## src/rtl/gtsa_pkg.sv

```systemverilog
`timescale 1ns / 1ps
package gtsa_pkg;

  localparam int GROUP_SLOTS         = 256;
  localparam int SPEED_FRACTION_BITS = 8;
  localparam int MEASURES            = 4;

  localparam int GROUP_W   = 8;
  localparam int GROUP_AW  = (GROUP_SLOTS > 1) ? $clog2(GROUP_SLOTS) : 1;
  localparam int STAT_AW   = GROUP_AW + 2;
  localparam int STAT_DEPTH = GROUP_SLOTS * MEASURES;

  localparam int VAL_W  = 24;
  localparam int SUM_W  = 63;
  localparam int CNT_W  = 32;
  localparam int WGT_W  = 16;
  localparam int TURN_W = 10;

  localparam int NUM_W      = VAL_W + SPEED_FRACTION_BITS;
  localparam int DIV_STEP_W = $clog2(NUM_W + 1);

  localparam logic [VAL_W-1:0] VAL_MAX = {VAL_W{1'b1}};
  localparam logic [SUM_W-1:0] SUM_MAX = {SUM_W{1'b1}};
  localparam logic [CNT_W-1:0] CNT_MAX = {CNT_W{1'b1}};

  typedef enum logic [1:0] {
    ST_ADDED      = 2'd0,
    ST_IGNORED    = 2'd1,
    ST_READ_OK    = 2'd2,
    ST_READ_EMPTY = 2'd3
  } status_e;

  typedef enum logic {
    OP_ADD  = 1'b0,
    OP_READ = 1'b1
  } opcode_e;

  typedef enum logic [3:0] {
    S_IDLE,
    S_CNT,
    S_DIV,
    S_RD,
    S_MUL1,
    S_MUL2,
    S_WR,
    S_RDOUT,
    S_DONE
  } state_e;

  typedef struct packed {
    logic [VAL_W-1:0] min;
    logic [VAL_W-1:0] max;
    logic [SUM_W-1:0] sum;
    logic [SUM_W-1:0] sumsq;
  } stat_entry_t;

  typedef struct packed {
    logic               rd_en;
    logic               wr_en;
    logic [STAT_AW-1:0] addr;
    stat_entry_t        wdata;
  } stat_req_t;

  typedef struct packed {
    logic               start;
    logic [NUM_W-1:0]   dividend;
    logic [VAL_W-1:0]   divisor;
  } div_req_t;

  typedef struct packed {
    logic             done;
    logic [VAL_W-1:0] quotient;
  } div_rsp_t;

endpackage

```

## src/rtl/gtsa_divider.sv

```systemverilog
`timescale 1ns / 1ps
module gtsa_divider
  import gtsa_pkg::*;
(
  input  logic     clk_i,
  input  logic     rst_ni,
  input  div_req_t req_i,
  output div_rsp_t rsp_o
);

  localparam logic [NUM_W-1:0] SAT = NUM_W'(VAL_MAX);

  logic                  busy_q;
  logic                  done_q;
  logic [DIV_STEP_W-1:0] step_q;
  logic [NUM_W-1:0]      num_q;
  logic [NUM_W-1:0]      quot_q;
  logic [VAL_W-1:0]      rem_q;
  logic [VAL_W-1:0]      dvs_q;
  logic [VAL_W:0]        rem_sh;
  logic                  fits;

  assign rem_sh = {rem_q, num_q[NUM_W-1]};
  assign fits   = rem_sh >= {1'b0, dvs_q};

  always_ff @(posedge clk_i or negedge rst_ni) begin
    if (!rst_ni) begin
      busy_q <= 1'b0;
      done_q <= 1'b0;
      step_q <= '0;
    end else begin
      done_q <= 1'b0;
      if (req_i.start) begin
        step_q <= '0;
        if (req_i.divisor == '0) begin
          done_q <= 1'b1;
        end else begin
          busy_q <= 1'b1;
        end
      end else if (busy_q) begin
        step_q <= step_q + 1'b1;
        if (step_q == DIV_STEP_W'(NUM_W - 1)) begin
          busy_q <= 1'b0;
          done_q <= 1'b1;
        end
      end
    end
  end

  // one quotient bit a cycle, restoring
  always_ff @(posedge clk_i) begin
    if (req_i.start) begin
      num_q  <= req_i.dividend;
      dvs_q  <= req_i.divisor;
      rem_q  <= '0;
      quot_q <= (req_i.divisor == '0) ? req_i.dividend : '0;
    end else if (busy_q) begin
      num_q  <= {num_q[NUM_W-2:0], 1'b0};
      quot_q <= {quot_q[NUM_W-2:0], fits};
      rem_q  <= fits ? VAL_W'(rem_sh - {1'b0, dvs_q}) : rem_sh[VAL_W-1:0];
    end
  end

  assign rsp_o.done     = done_q;
  assign rsp_o.quotient = (quot_q > SAT) ? VAL_MAX : quot_q[VAL_W-1:0];

endmodule

```

## config.mk

```make
export PLATFORM = sky130hd
export DESIGN_NAME = gtsa_divider
export DESIGN_NICKNAME = d
export VERILOG_FILES = /design/src/rtl/gtsa_pkg.sv /design/src/rtl/gtsa_divider.sv
export SDC_FILE = /design/constraint.sdc
export NUM_CORES = 1
export LEC_CHECK = 0
export ABC_AREA = 0
export BUFFER_PORTS_ARGS = -buffer_cell sky130_fd_sc_hd__buf_4
export CAP_MARGIN = 20
export CORE_UTILIZATION = 35
export CTS_BUF_LIST = sky130_fd_sc_hd__clkbuf_8
export DETAILED_ROUTE_END_ITERATION = 16
export PLACE_DENSITY = 0.52
export SYNTH_ARGS = -nofsm -noshare
export SYNTH_HDL_FRONTEND = slang
export SYNTH_SLANG_ARGS = --single-unit
export TNS_END_PERCENT = 10
```

## constraint.sdc

```tcl
create_clock -name clk_i -period 2.46 [get_ports clk_i]
set_clock_uncertainty 0.2 [all_clocks]
set_input_delay 0.492 -clock clk_i [delete_from_list [all_inputs] [get_ports clk_i]]
set_output_delay 0.492 -clock clk_i [all_outputs]
set_load 0.01 [all_outputs]
```

==> flow_summary.ini <==
[status]
status = complete, but fails checks
violations = setup timing

[placed_design]
io_buffers = 83
gp_congestion = 0.893
dpl_cell_area_mm2 = 0.00787
dp_cells = 1010
dpl.hpwl_um = 11400

[power]
powerDensity_mw_per_mm2 = 539
leakage_nw = 3.96
vdd_drop_max_v = 0.000331
p_total_mw = 4.81

[detailed_routing]
top_layer = met4
wl_met2_um = 8290
viasPerCell = 5.04
wire_per_inst_um = 15.6
vias = 5426
met1_length_um = 7590
drt-initial-drc-count = 320
final_antenna_net_count = 0
firstDrtPassIters = 4
wl_met3_um = 640
drc = 0
wl_um = 16800

[synth]
syn_area_per_cell_um2 = 9.91
async_reset_ff_share_pct = 6.67
syn-instance-count = 646
ys.flop_type = edfxtp_1
synth_common_cells = edfxtp_1, inv_1, nand2_1
synth-edff-count = 88
yosys_warnings = 0
seq_area_frac_synth_pct = 51.9
ys_types = 64
syn_nets = 731
synth.area.top_cells = edfxtp_1, dfxtp_1, inv_1
yosysTopAreaCellShare_pct = 41.3
synth.largest_area_cell = edfxtp_1
syn-cell-area_mm2 = 0.00640
synth_seq_cells = 120

[setup_path]
path_cells = inv_1 > ha_4 > nand4_1 > or4_4 > o21ba_4 > a31oi_4 > buf_4 > buf_12 > and2b_1 > a31oi_1 > a211oi_1
cp_num_buf_inv = 3
critical_path_arrival_ns = 2.88
cp_slowest_cell = or4_4
max_stage_delay_ns = 0.53
required_ns = 2.58
end_kind = flip-flop
startpoint_type = flip-flop
cp_max_fo = 6
crit_family = simple AND/OR/NAND/NOR gates
criticalPathCategory = reg -> reg

[layout]
multi_input_area_mm2 = 0.00290
regArea_mm2 = 0.00332
nets = 920
syn2layout_area_growth_pct = 39.6
n_fill_cell = 1688
final_area_mm2 = 0.00894
instances_no_fill = 1076
diodes = 0
drive_above_1_share_pct = 31.4

[sta]
hold_slack_ns = 0.0385
setup_slack_ns = -0.292
slew_headroom_pct = 65.4
final_max_slew_viol_count = 0
tightest_slew_ns = 0.514
final-setup-viol-count = 25
fin_crit_sh_pct = 112
tns_ns = -4.90
rsz0062_at_grt = yes
min_period_ns = 2.75
hold_viol_final = 0
clock.fmax_mhz = 363

[global_route]
grt_util_all_layers_pct = 18.4
grt_max_degree = 65
grt_pass1_vias = 5356
antenna_found_initial = 0
grt_pass1_wl_um = 26400
overflow = 0

[die]
dieHeight_um = 137
core_mm2 = 0.0180
start_util_pct = 35.6
die_x_um = 137
io_pins = 84
die_area_mm2 = 0.0188
num_rows = 49

[clocking]
cts_tree = yes
clockBufferDepth = 2
numCtsBuffers = 17
clock_sinks = 120
clk_latency_ns = 0.46
clkTransAtPathRegs_ns = 0.08
cts_root_buf = clkbuf_8
h-tree-depth = 4

[min_path]
hold_class = in -> reg

[flow_run]
cap_violations = 0
[power breakdown]
group	total [mW]	internal, mW	switching [mW]
Combinational	0.546	0.277	0.270
Clock	1.98	1.11	0.871
Sequential	2.29	2.26	0.0307
Total	4.81	3.64	1.17
[final cells by class]
| class | instances | area share [%] |
|---|---|---|
| clock inverters | 14 | 2.23 |
| well taps | 229 | 3.21 |
| flip-flops and latches | 120 | 37.2 |
| clock buffers | 17 | 2.62 |
| repair buffers | 204 | 18.5 |
| inverters | 89 | 3.81 |
| multi-input cells | 403 | 32.5 |
[kinds of logic (layout without fill, tap and decap cells)]
family / Yosys count / in the layout / synth area share (%)
and+or+nand+nor: 167 / 167 / 12.4
adders and majority gates: 26 / 26 / 5.20
buffers and inverters: 123 / 324 / 7.59
muxes: 14 / 14 / 2.19
DFF: 120 / 120 / 51.9
xor gates and xnor gates: 22 / 22 / 3.01
AOI/OAI and AO/OA: 174 / 174 / 17.7
[metal layers]
layer	vias to the layer above	global-route usage, %
met1	2601	23.2
met4	0	7.08
met2	110	31.1
met5	-	0
met3	20	3.64
li1	2695	-
[final timing paths]
check / from / end / slack, ns / cells after the start
setup / recovery: dvs_q[4]$_DFFE_PP_ / rem_q[4]$_SDFFE_PP0P_ / -0.29 / 11
hold / removal: req_i[6] / dvs_q[6]$_DFFE_PP_ / 0.04 / 1
setup reg to reg: dvs_q[4]$_DFFE_PP_ / rem_q[4]$_SDFFE_PP0P_ / -0.29 / 11
hold reg to reg: step_q[5]$_DFFE_PN0P_ / done_q$_DFF_PN0_ / 0.32 / 1
max in group asynchronous: rst_ni / step_q[1]$_DFFE_PN0P_ / 1.71 / 2
min in group asynchronous: rst_ni / step_q[3]$_DFFE_PN0P_ / 0.22 / 2
[cells in the final DEF, fill, tap and decap left out, types with 9 or more instances in the layout]
cell type / n
inv_1: 81
clkbuf_8: 17
ha_1: 12
nand2_1: 58
dfxtp_1: 24
nand3_1: 26
ha_4: 12
edfxtp_1: 88
nor2_1: 31
nand4_1: 10
buf_4: 175
dlygate4sd3_1: 21
o21ai_0: 46
xor2_1: 13
o22ai_1: 27
xnor2_1: 9
mux2i_1: 14
a21oi_1: 17
a21o_1: 9
a211oi_1: 11
[repair_timing]
item | in CTS | in global routing
endpoints found under the setup margin | 44 | 53
buffers inserted | 9 | 5
pin swaps | 20 | 11
gates resized for setup | 37 | 27
endpoints found under the hold margin | 23 | 5
cloned | 1 | 0
hold buffers | 16 | 5
[stage by stage]
step | setup slack, ns | util [%]
global route | -0.369 | 49.7
global placement | -0.312 | 43.8
detailed placement | -0.418 | 43.8
CTS | -0.239 | 48.7
floorplan | -0.164 | -
finish | -0.292 | 49.7
[registers in the layout, summed over array words and instances, names as in the netlist]
register / flops
busy_q: 1
done_q: 1
dvs_q: 24
num_q: 32
quot_q: 32
rem_q: 24
step_q: 6
Power figures use the tool's default switching activity.
